--- config.mk ---
export PLATFORM = sky130hd
export DESIGN_NAME = motor_command_serial_transmitter_core
export DESIGN_NICKNAME = d
export VERILOG_FILES = /design/src/mcst_pkg.sv /design/src/motor_command_serial_transmitter_core.sv /design/src/mcst_cmd_encode.sv /design/src/mcst_tx_engine.sv /design/src/mcst_out_buf.sv
export SDC_FILE = /design/constraint.sdc
export NUM_CORES = 1
export LEC_CHECK = 0
export ABC_CLOCK_PERIOD_IN_PS = 13550
export BUFFER_PORTS_ARGS = -buffer_cell sky130_fd_sc_hd__buf_2
export CAP_MARGIN = 40
export CORE_MARGIN = 4
export CORE_UTILIZATION = 30
export CTS_BUF_LIST = sky130_fd_sc_hd__clkbuf_8
export DETAILED_ROUTE_END_ITERATION = 8
export MAX_ROUTING_LAYER = met4
export SLEW_MARGIN = 20
export SYNTH_ARGS = -nofsm -noshare
export SYNTH_HDL_FRONTEND = slang
export SYNTH_SLANG_ARGS = --single-unit
--- constraint.sdc ---
create_clock -name clk -period 13.55 [get_ports clk]
set_input_delay 2.71 -clock clk [delete_from_list [all_inputs] [get_ports clk]]
set_output_delay 2.71 -clock clk [all_outputs]
set_load 0.01 [all_outputs]
--- src/mcst_pkg.sv ---
`timescale 1ns / 1ps
package mcst_pkg;

  // width of the bit timer and of the stored bit period
  localparam int PERIOD_WIDTH = 16;

  localparam int CFG_DATA_W  = 16;
  localparam int CFG_INDEX_W = 2;

  // configuration register indexes
  localparam logic [CFG_INDEX_W-1:0] CFG_BIT_PERIOD    = 2'd0;
  localparam logic [CFG_INDEX_W-1:0] CFG_BRAKE_FIRST   = 2'd1;
  localparam logic [CFG_INDEX_W-1:0] CFG_BRAKE_SECOND  = 2'd2;

  localparam int unsigned BIT_PERIOD_RESET = 104;
  localparam logic [7:0]  BRAKE_FIRST_RESET  = 8'd134;
  localparam logic [7:0]  BRAKE_SECOND_RESET = 8'd135;

  localparam logic [7:0] SPEED_OPCODE_BASE = 8'h88;
  localparam logic [7:0] DIR_FLAG          = 8'h02;
  localparam logic [7:0] MOTOR1_FLAG       = 8'h04;
  localparam logic [7:0] VALUE_MAX         = 8'd127;

  // slot 0 is the start bit, 1..8 data, 9 stop
  localparam logic [3:0] STOP_SLOT = 4'd9;

  localparam logic KIND_SPEED = 1'b0;
  localparam logic KIND_BRAKE = 1'b1;

  typedef struct packed {
    logic              cmd_valid;
    logic              kind;
    logic              motor;
    logic signed [7:0] speed;
    logic [7:0]        strength;
  } in_item_t;

  typedef struct packed {
    logic tx_line;
    logic ready_res;
    logic accepted;
  } out_item_t;

  typedef struct packed {
    logic [PERIOD_WIDTH-1:0] bit_period;
    logic [7:0]              brake_first;
    logic [7:0]              brake_second;
  } cfg_regs_t;

  typedef struct packed {
    logic [7:0] opcode;
    logic [7:0] value;
  } cmd_bytes_t;

endpackage

--- src/motor_command_serial_transmitter_core.sv ---
`timescale 1ns / 1ps
// channel | direction | handshake             | payload
// in_     | input     | in_valid / in_ready   | in_data   (one timer tick, maybe a command)
// out_    | output    | out_valid / out_ready | out_data  (line level, ready, taken)
// cfg_    | input     | cfg_valid / cfg_ready | cfg_index, cfg_data
//
// one item per clock while in_ready is high: each accepted tick is encoded and
// stepped through the bit timer combinationally, and its result is registered
// into a two-entry output buffer
// in_ready drops only when both buffer entries hold unread results
// cfg_ready is always high; writes take effect on the next accepted item
// reset (rst_n low, synchronous) returns the line to idle high and clears
// the buffer
module motor_command_serial_transmitter_core (
  input  logic                        clk,
  input  logic                        rst_n,
  input  logic                        in_valid,
  output logic                        in_ready,
  input  mcst_pkg::in_item_t          in_data,
  output logic                        out_valid,
  input  logic                        out_ready,
  output mcst_pkg::out_item_t         out_data,
  input  logic                        cfg_valid,
  output logic                        cfg_ready,
  input  logic [mcst_pkg::CFG_INDEX_W-1:0] cfg_index,
  input  logic [mcst_pkg::CFG_DATA_W-1:0]  cfg_data
);
  import mcst_pkg::*;

  cfg_regs_t  cfg_r;
  cmd_bytes_t bytes;
  out_item_t  result;
  logic       in_fire;

  // configuration registers, written at any time the port handshakes
  assign cfg_ready = 1'b1;

  always_ff @(posedge clk) begin
    if (!rst_n) begin
      cfg_r.bit_period   <= PERIOD_WIDTH'(BIT_PERIOD_RESET);
      cfg_r.brake_first  <= BRAKE_FIRST_RESET;
      cfg_r.brake_second <= BRAKE_SECOND_RESET;
    end else if (cfg_valid) begin
      case (cfg_index)
        CFG_BIT_PERIOD:   cfg_r.bit_period   <= PERIOD_WIDTH'(cfg_data);
        CFG_BRAKE_FIRST:  cfg_r.brake_first  <= cfg_data[7:0];
        CFG_BRAKE_SECOND: cfg_r.brake_second <= cfg_data[7:0];
        default: ;  // unused index, write dropped
      endcase
    end
  end

  // timer state advances only on accepted ticks
  assign in_fire = in_valid && in_ready;

  // opcode and value byte for a command on this tick
  mcst_cmd_encode u_encode (
    .item  (in_data),
    .cfg   (cfg_r),
    .bytes (bytes)
  );

  // frame sequencer: start, 8 data lsb first, stop, twice
  mcst_tx_engine u_engine (
    .clk     (clk),
    .rst_n   (rst_n),
    .step_en (in_fire),
    .item    (in_data),
    .bytes   (bytes),
    .cfg     (cfg_r),
    .result  (result)
  );

  // result register plus skid entry so a stalled reader does not stop intake at once
  mcst_out_buf u_out (
    .clk      (clk),
    .rst_n    (rst_n),
    .wr_valid (in_valid),
    .wr_ready (in_ready),
    .wr_data  (result),
    .rd_valid (out_valid),
    .rd_ready (out_ready),
    .rd_data  (out_data)
  );

endmodule

--- src/mcst_cmd_encode.sv ---
`timescale 1ns / 1ps
module mcst_cmd_encode (
  input  mcst_pkg::in_item_t   item,
  input  mcst_pkg::cfg_regs_t  cfg,
  output mcst_pkg::cmd_bytes_t bytes
);
  import mcst_pkg::*;

  logic       negative;
  logic       dir;
  logic [8:0] mag;
  logic [7:0] speed_val;
  logic [7:0] brake_val;

  always_comb begin
    negative  = item.speed[7];
    // magnitude; minus 128 comes out as 128 and is clipped below
    mag       = negative ? (9'd256 - {1'b0, item.speed}) : {1'b0, item.speed};
    speed_val = (mag > {1'b0, VALUE_MAX}) ? VALUE_MAX : mag[7:0];
    brake_val = (item.strength > VALUE_MAX) ? VALUE_MAX : item.strength;
    // motor 1 is mounted mirrored
    dir       = negative ^ item.motor;
    if (item.kind == KIND_SPEED) begin
      bytes.opcode = SPEED_OPCODE_BASE | (dir ? DIR_FLAG : 8'h00)
                   | (item.motor ? MOTOR1_FLAG : 8'h00);
      bytes.value  = speed_val;
    end else begin
      bytes.opcode = item.motor ? cfg.brake_second : cfg.brake_first;
      bytes.value  = brake_val;
    end
  end

endmodule

--- src/mcst_tx_engine.sv ---
`timescale 1ns / 1ps
module mcst_tx_engine (
  input  logic                 clk,
  input  logic                 rst_n,
  input  logic                 step_en,
  input  mcst_pkg::in_item_t   item,
  input  mcst_pkg::cmd_bytes_t bytes,
  input  mcst_pkg::cfg_regs_t  cfg,
  output mcst_pkg::out_item_t  result
);
  import mcst_pkg::*;

  logic [PERIOD_WIDTH-1:0] tick_r, tick_nxt;
  logic [3:0]              slot_r, slot_nxt;
  logic [7:0]              shift_r, shift_nxt;
  logic [7:0]              second_r, second_nxt;
  logic                    pending_r, pending_nxt;
  logic                    busy_r, busy_nxt;

  // state after a possible command take
  logic [PERIOD_WIDTH-1:0] tick_b;
  logic [3:0]              slot_b;
  logic [7:0]              shift_b;
  logic [7:0]              second_b;
  logic                    pending_b;
  logic                    busy_b;
  logic                    take;

  logic [PERIOD_WIDTH-1:0] period;
  logic [PERIOD_WIDTH-1:0] tick_inc;
  logic [3:0]              slot_inc;
  logic [2:0]              data_idx;
  logic                    level;

  always_comb begin
    take      = !busy_r && item.cmd_valid;
    tick_b    = take ? '0 : tick_r;
    slot_b    = take ? 4'd0 : slot_r;
    shift_b   = take ? bytes.opcode : shift_r;
    second_b  = take ? bytes.value : second_r;
    pending_b = take ? 1'b1 : pending_r;
    busy_b    = take ? 1'b1 : busy_r;

    period    = (cfg.bit_period == '0) ? PERIOD_WIDTH'(1) : cfg.bit_period;
    tick_inc  = tick_b + PERIOD_WIDTH'(1);
    slot_inc  = slot_b + 4'd1;
    data_idx  = 3'(slot_b - 4'd1);

    if (slot_b == 4'd0) begin
      level = 1'b0;
    end else if (slot_b >= STOP_SLOT) begin
      level = 1'b1;
    end else begin
      level = shift_b[data_idx];
    end

    tick_nxt    = tick_b;
    slot_nxt    = slot_b;
    shift_nxt   = shift_b;
    second_nxt  = second_b;
    pending_nxt = pending_b;
    busy_nxt    = busy_b;

    if (busy_b) begin
      if (tick_inc >= period || tick_inc == '0) begin
        tick_nxt = '0;
        if (slot_inc > STOP_SLOT) begin
          slot_nxt = 4'd0;
          if (pending_b) begin
            shift_nxt   = second_b;
            pending_nxt = 1'b0;
          end else begin
            busy_nxt = 1'b0;
          end
        end else begin
          slot_nxt = slot_inc;
        end
      end else begin
        tick_nxt = tick_inc;
      end
    end

    result.tx_line   = busy_b ? level : 1'b1;
    result.ready_res = !busy_r;
    result.accepted  = take;
  end

  always_ff @(posedge clk) begin
    if (!rst_n) begin
      tick_r    <= '0;
      slot_r    <= 4'd0;
      shift_r   <= 8'd0;
      second_r  <= 8'd0;
      pending_r <= 1'b0;
      busy_r    <= 1'b0;
    end else if (step_en) begin
      tick_r    <= tick_nxt;
      slot_r    <= slot_nxt;
      shift_r   <= shift_nxt;
      second_r  <= second_nxt;
      pending_r <= pending_nxt;
      busy_r    <= busy_nxt;
    end
  end

endmodule

--- src/mcst_out_buf.sv ---
`timescale 1ns / 1ps
module mcst_out_buf (
  input  logic                clk,
  input  logic                rst_n,
  input  logic                wr_valid,
  output logic                wr_ready,
  input  mcst_pkg::out_item_t wr_data,
  output logic                rd_valid,
  input  logic                rd_ready,
  output mcst_pkg::out_item_t rd_data
);
  import mcst_pkg::*;

  out_item_t main_r, skid_r;
  logic      main_v_r, skid_v_r;
  logic      wr_fire;

  assign wr_ready = !skid_v_r;
  assign wr_fire  = wr_valid && wr_ready;
  assign rd_valid = main_v_r;
  assign rd_data  = main_r;

  always_ff @(posedge clk) begin
    if (!rst_n) begin
      main_v_r <= 1'b0;
      skid_v_r <= 1'b0;
    end else if (!main_v_r || rd_ready) begin
      main_v_r <= skid_v_r || wr_fire;
      skid_v_r <= 1'b0;
    end else if (wr_fire) begin
      skid_v_r <= 1'b1;
    end
  end

  always_ff @(posedge clk) begin
    if (!main_v_r || rd_ready) begin
      main_r <= skid_v_r ? skid_r : wr_data;
    end else if (wr_fire) begin
      skid_r <= wr_data;
    end
  end

endmodule

## After elaboration in Yosys (flattened, before gate mapping)

Index checks and enable logic that the tools add are counted.
Widths: inputs -> output; s select.

| word-level totals | value |
|---|---|
| register bits | 78 |
| output and inout bits | 6 |
| logic and storage cells | 86 |

| cells by class | value |
|---|---|
| add/sub/neg operators | 4 |
| order comparisons | 6 |
| equal/unequal tests | 2 |
| mux-type cells | 36 |
| bitwise gates (word level) | 4 |
| reductions and logical operators | 17 |

Operators by type and width:

| cell | count |
|---|---|
| $mux 16 | 5 |
| $mux 8 | 9 |
| $logic_not 16->1 | 2 |
| $add 16x1->16 const B | 1 |
| $ge 16x16->1 | 1 |
| $mux 4 | 4 |
| $mux 1 | 13 |
| $gt 9x7->1 const B | 1 |
| $mux 9 | 1 |
| $sub 9x8->9 const A | 1 |
| $gt 8x7->1 const B | 1 |
| $or 8x8->8 | 1 |
| $reduce_and 2->1 | 4 |
| $mux 3 | 2 |
| $add 4x1->4 const B | 1 |
| $ge 4x4->1 const B | 1 |
| $gt 4x4->1 const B | 1 |
| $logic_not 4->1 | 1 |
| $lt 3x4->1 const B | 1 |
| $bmux 1 s3 | 1 |
| $logic_not 1->1 | 3 |
| $logic_or 1x1->1 | 3 |
| $sub 3x1->3 const B | 1 |
| $eq 2x1->1 const B | 1 |
| other kinds (7) | 9 |

## Depth between registers and ports, before layout

| logic depth | value |
|---|---|
| depth in word-level cells | 12 |
| depth in mapped cells | 20 |

## By module

A second synthesis with hierarchy kept.

| unflattened totals | value |
|---|---|
| cells, all modules | 607 |
| area, all modules | 4,924.7 µm² |

By module, submodules not included:

| module | times used | cells an instance | area an instance (µm²) | sequential area each (µm²) |
|---|---|---|---|---|
| mcst_tx_engine | 1 | 393 | 2,850.2 | 760.7 |
| motor_command_serial_transmitter_core | 1 | 135 | 1,333.8 | 640.6 |
| mcst_cmd_encode | 1 | 62 | 437.9 | 0.0 |
| mcst_out_buf | 1 | 17 | 302.8 | 220.2 |

## Least setup slack after synthesis

No wires, ideal clock.

| timing | value |
|---|---|
| kind | input -> register |
| start point | input in_data[18] (netlist bit) |
| end point | register u_engine.tick_r[11] |
| arrival time | 7.050 ns |
| required time | 13.480 ns |
| path slack | 6.430 ns |
| stages on the path | 19 |
| cell sequence | nand2b_1 > clkbuf_1 > clkbuf_1 > and2_1 > ha_1 > inv_1 > or4_1 > a21oi_1 > ha_1 > a21oi_1 > a21boi_0 > a2111oi_0 > a21oi_1 > a211oi_1 > and2_4 > buf_6 > buf_2 > nand3_1 > a21oi_1 |

| on the way | value |
|---|---|
| longest elaborated chain between the ends | 7 |
| elaborated cells between the ends (all ways) | 9 |

RTL lines:

| item | RTL line | RTL |
|---|---|---|
| start, declared | motor_command_serial_transmitter_core.sv:19 | `input mcst_pkg::in_item_t in_data,` |
| $logic_and 1x1->1 * | mcst_tx_engine.sv:36 | `take = !busy_r && item.cmd_valid;` |
| $mux 16 | mcst_tx_engine.sv:37 | `tick_b = take ? '0 : tick_r;` |
| $add 16x1->16 | mcst_tx_engine.sv:45 | `tick_inc = tick_b + PERIOD_WIDTH'(1);` |
| $ge 16x16->1 or $logic_not 16->1 (tied branches) | mcst_tx_engine.sv:65 | `if (tick_inc >= period \|\| tick_inc == '0) begin` |
| $logic_or 1x1->1 | mcst_tx_engine.sv:65 |  |
| $mux 16 | mcst_tx_engine.sv:65 |  |
| $mux 16 * | mcst_tx_engine.sv:64 | `if (busy_b) begin` |
| end signal, assigned | mcst_tx_engine.sv:97 | `tick_r <= tick_nxt;` |
| end, declared | mcst_tx_engine.sv:13 | `logic [PERIOD_WIDTH-1:0] tick_r, tick_nxt;` |

Mark *: on every way between the ends. The rest lies on a longest branch, timed or not.
A chain may end at the register's enable or synchronous reset.

## Worst setup path after layout

| timing | value |
|---|---|
| start point | input in_data[18] (netlist bit) |
| end point | register u_engine.shift_r[0] |

| on the way | value |
|---|---|
| longest elaborated chain between the ends | 7 |
| elaborated cells between the ends (all ways) | 17 |

RTL lines:

| item | RTL line | RTL |
|---|---|---|
| $logic_and 1x1->1 * | mcst_tx_engine.sv:36 |  |
| $mux 16 or $mux 4 (tied branches) | mcst_tx_engine.sv:37, mcst_tx_engine.sv:38 |  |
| $add 16x1->16 or $add 4x1->4 (tied branches) | mcst_tx_engine.sv:45, mcst_tx_engine.sv:46 |  |
| $ge 16x16->1, or another cell as far along | mcst_tx_engine.sv:65 |  |
| $logic_or 1x1->1 or $mux 8 (tied branches) | mcst_tx_engine.sv:65, mcst_tx_engine.sv:67 |  |
| $mux 8 | mcst_tx_engine.sv:65 |  |
| $mux 8 * | mcst_tx_engine.sv:64 |  |
| end signal, assigned | mcst_tx_engine.sv:99 | `shift_r <= shift_nxt;` |
| end, declared | mcst_tx_engine.sv:15 | `logic [7:0] shift_r, shift_nxt;` |

Marks and branches as above.

==> flow_metrics.env <==
export IMPL_status="completed"
export IMPL_slew_viol_final=0
export IMPL_synth_compound_area_share_pct=18.0
export IMPL_post_cts_buffers=0
export IMPL_synth_warning_count=0
export IMPL_slew_headroom_pct=53.5
export IMPL_cts_path_max_buffers=2
export IMPL_r2r_start="u_engine.busy_r$_SDFFE_PN0P_"
export IMPL_synth_area_mux_share_pct=8.32
export IMPL_synthXorXnorAreaFrac_pct=2.56
export IMPL_synthAdderAreaFrac_pct=6.47
export IMPL_synth_edf_count=6
export IMPL_synth_fp_nets=609
export IMPL_ys_types=57
export IMPL_yosysSeqAreaShare_pct=36.4
export IMPL_p_comb_share_pct=12.3
export IMPL_drt_wl_total_mm=11.4
export IMPL_powerDensity_nw_per_um2=96.0
export IMPL_post_cts_resized=0
export IMPL_layout_commonest_cell="nand2_1"
export IMPL_worstMarginPinSlew_ns=0.697
export IMPL_synthCells=544
export IMPL_layout_min_cycle_time_ns=6.46
export IMPL_hp_start="u_engine.second_r[5]$_SDFFE_PN0P_"
export IMPL_final_cell_mix="nand2_1 (85), dfxtp_1 (72), a21oi_1 (52)"
export IMPL_drtPass1Iterations=5
export IMPL_globalplace_congestion=0.869
export IMPL_vias=4053
export IMPL_crit_slowest_cell="or4_1"
export IMPL_clk_pin_slew_ns=0.08
export IMPL_timing_fmax_mhz=155
export IMPL_required_ns=13.81
export IMPL_irDropWorstVdd_mv=0.0788
export IMPL_gr_total_overflow=0
export IMPL_synth_async_reset_ratio_pct=0
export IMPL_grtUsageTotal_pct=14.2
export IMPL_maxCapViolCount=0
export IMPL_drtAntennaViolNets=0
export IMPL_top_level_ports=48
export IMPL_synth_top_area_share_pct=32.4
export IMPL_ys_ff_latch=78
export IMPL_antenna_cells=0
export IMPL_synth_area_top_cells="dfxtp_1 (32%), nand2_1 (7.2%), ha_1 (6.5%)"
export IMPL_p_total_uw=484
export IMPL_grt_max_degree=43
export IMPL_ys_flop_type="dfxtp_1"
export IMPL_hold_viol_final=0
export IMPL_clockRootBuffer="clkbuf_8"
export IMPL_cts_tree="done"
export IMPL_place_area_sq_um=4850
export IMPL_h_tree_depth=3
export IMPL_design_area_sq_um=5040
export IMPL_clock_skew_ns=0.00946
export IMPL_hpwl_mm=8.45
export IMPL_synth_top_family_by_area="simple AND/OR/NAND/NOR gates"
export IMPL_pwr_share_clk_pct=37.0
export IMPL_clock_sinks=78
export IMPL_hold_class="register to register"
export IMPL_grt_pass1_wl_mm=18.6
export IMPL_arrival_ns=6.72
export IMPL_synthSimpleGateAreaFrac_pct=22.5
export IMPL_p_sw_uw=135
export IMPL_syn_area_sq_um=4450
export IMPL_intPower_uw=349
export IMPL_synth_top_cell_by_area="dfxtp_1"
export IMPL_rsz0062_at_grt="no"
export IMPL_rrSetupSlack_ns=8.98
export IMPL_routed_via_density=5.29
export IMPL_die_w_um=130
export IMPL_tns_ns=0
export IMPL_cts_hold_buf=0
export IMPL_seqPwrFrac_pct=50.7
export IMPL_portBuffers=46
export IMPL_crit_fanout=26
export IMPL_core_area_sq_um=14500
export IMPL_syn_to_final_growth_pct=13.3
export IMPL_die_h_um=130
export IMPL_antenna_found_initial=0
export IMPL_finalCritPeriodShare_pct=47.7
export IMPL_p_sw_share_pct=27.8
export IMPL_worstSetupStartpoint="in_data[18]"
export IMPL_drt_iter0_markers=223
export IMPL_setup_viol=0
export IMPL_fillers=1561
export IMPL_design_die_area_sq_um=16800
export IMPL_num_rows=44
export IMPL_drive_above_1_share_pct=14.9
export IMPL_drc=0
export IMPL_avgSynthCellArea_sq_um=8.18
export IMPL_start_util_pct=30.6
export IMPL_crit_path_start_kind="input port"
export IMPL_nets=642
export IMPL_endpoint_kind="register"
export IMPL_clk_latency_ns=0.37
export IMPL_cts_buffers=9
export IMPL_p_leak_nw=1.96
export IMPL_max_stage_delay_ns=0.52
export IMPL_grt_pass1_vias=3796
export IMPL_worst_setup_path_type="input port to register"
export IMPL_crit_path_cell_trace="buf_2 -> nand2b_1 -> buf_4 -> and2_1 -> ha_1 -> inv_1 -> or4_1 -> a21oi_1 -> ha_1 -> a21oi_1 -> a21boi_0 -> a2111oi_0 -> a21oi_1 -> a211oi_1 -> buf_4 -> a211oi_1 -> buf_4 -> o311ai_0"
export IMPL_routedWlPerCell_um=14.9
path summary, 6_finish.rpt:
kind                                             to  cells past startpoint
setup / recovery   u_engine.shift_r[0]$_SDFFE_PN0P_                     18
hold / removal    u_engine.second_r[5]$_SDFFE_PN0P_                      2
setup reg to reg   u_engine.shift_r[0]$_SDFFE_PN0P_                     17
hold reg to reg   u_engine.second_r[5]$_SDFFE_PN0P_                      2
registers in the layout (all words and copies together) (netlist names):
register and count:
u_engine.slot_r 4, u_out.skid_v_r 1, u_out.rd_valid 1, u_out.rd_data 3, u_engine.shift_r 8, u_engine.pending_r 1, u_engine.busy_r 1, u_out.skid_r 3
u_engine.second_r 8, cfg_r 32, u_engine.tick_r 16
critical path, delay by kind of cell:
family	cells	cell delay [ns]
buffers and inverters	5	0.92
AOI/OAI and AO/OA	8	1.64
and+or+nand+nor	3	0.84
adders and majority gates	2	0.59
per-stage QoR:
step                      cells  worst slack (ns)  util (%)  hold slack [ns]
final                       766              7.09      34.7            0.463
after global placement      746              6.87      33.0            0.450
after detailed placement    750              6.74      33.4            0.457
after CTS                   766              7.11      34.7            0.469
after global routing        766              6.62      34.7            0.493
after floorplan             544              6.43         -            0.432
routing by layer:
layer / track usage (%) / wire, um
met4: 4.03 / 139
met3: 3.32 / 512
met1: 18.9 / 5500
met2: 21.7 / 5290
met5: - / 0
cell usage after synthesis (2+ instances only):
cell type and n:
nor4_1 9, ha_1 23, clkbuf_1 23, mux2i_1 28, o21a_1 2, a211oi_1 4, a21oi_1 52, o31ai_1 7
nand4_2 2, nand2b_1 10, a21boi_0 2, a2bb2oi_1 2, or3b_2 3, nand3_1 37, a221oi_1 2, dfxtp_1 72
or3_1 2, a31oi_1 4, o221ai_1 8, nand3b_1 4, inv_1 28, and2_1 2, xnor2_1 8, nand2_1 85
nand4_1 8, o311ai_0 2, edfxtp_1 6, nor2b_1 2, mux2_2 6, o2111ai_1 3, o21ai_0 18, buf_6 2
a21o_1 3, nor3_1 5, nor2_1 29, a41o_1 2, or4_1 4, o22a_1 2, xor2_1 5, o211ai_1 7
buf_2 5
power groups by stage:
stage	clock, mW	sequential (mW)	combinational, mW
detailed placement	0	0.251	0.0589
global route	0.194	0.247	0.0658
CTS	0.186	0.245	0.0593
finish	0.179	0.245	0.0594
global placement	0	0.250	0.0561
floorplan	0	0.250	0.0385
area by class of cell:
type                    count  area, sq um  area share (%)
inverters                  29          109            2.16
repair buffers             54          307            6.08
multi-input cells         405         2580            51.2
flip-flops and latches     78         1620            32.2
clock buffers               9          124            2.46
clock inverters             7         72.6            1.44
well taps                 184          230            4.56
logic make-up (layout without fill, tap and decap cells):
kind of cell / count (synthesis) / in the layout
fa+ha+maj: 23 / 23
other cells: 1 / 1
flops: 78 / 78
compound gates: 126 / 126
xor+xnor: 13 / 13
buf+inv: 61 / 99
simple gates: 207 / 207
mux: 35 / 35
Note: power is estimated with default switching activity, not from simulation.
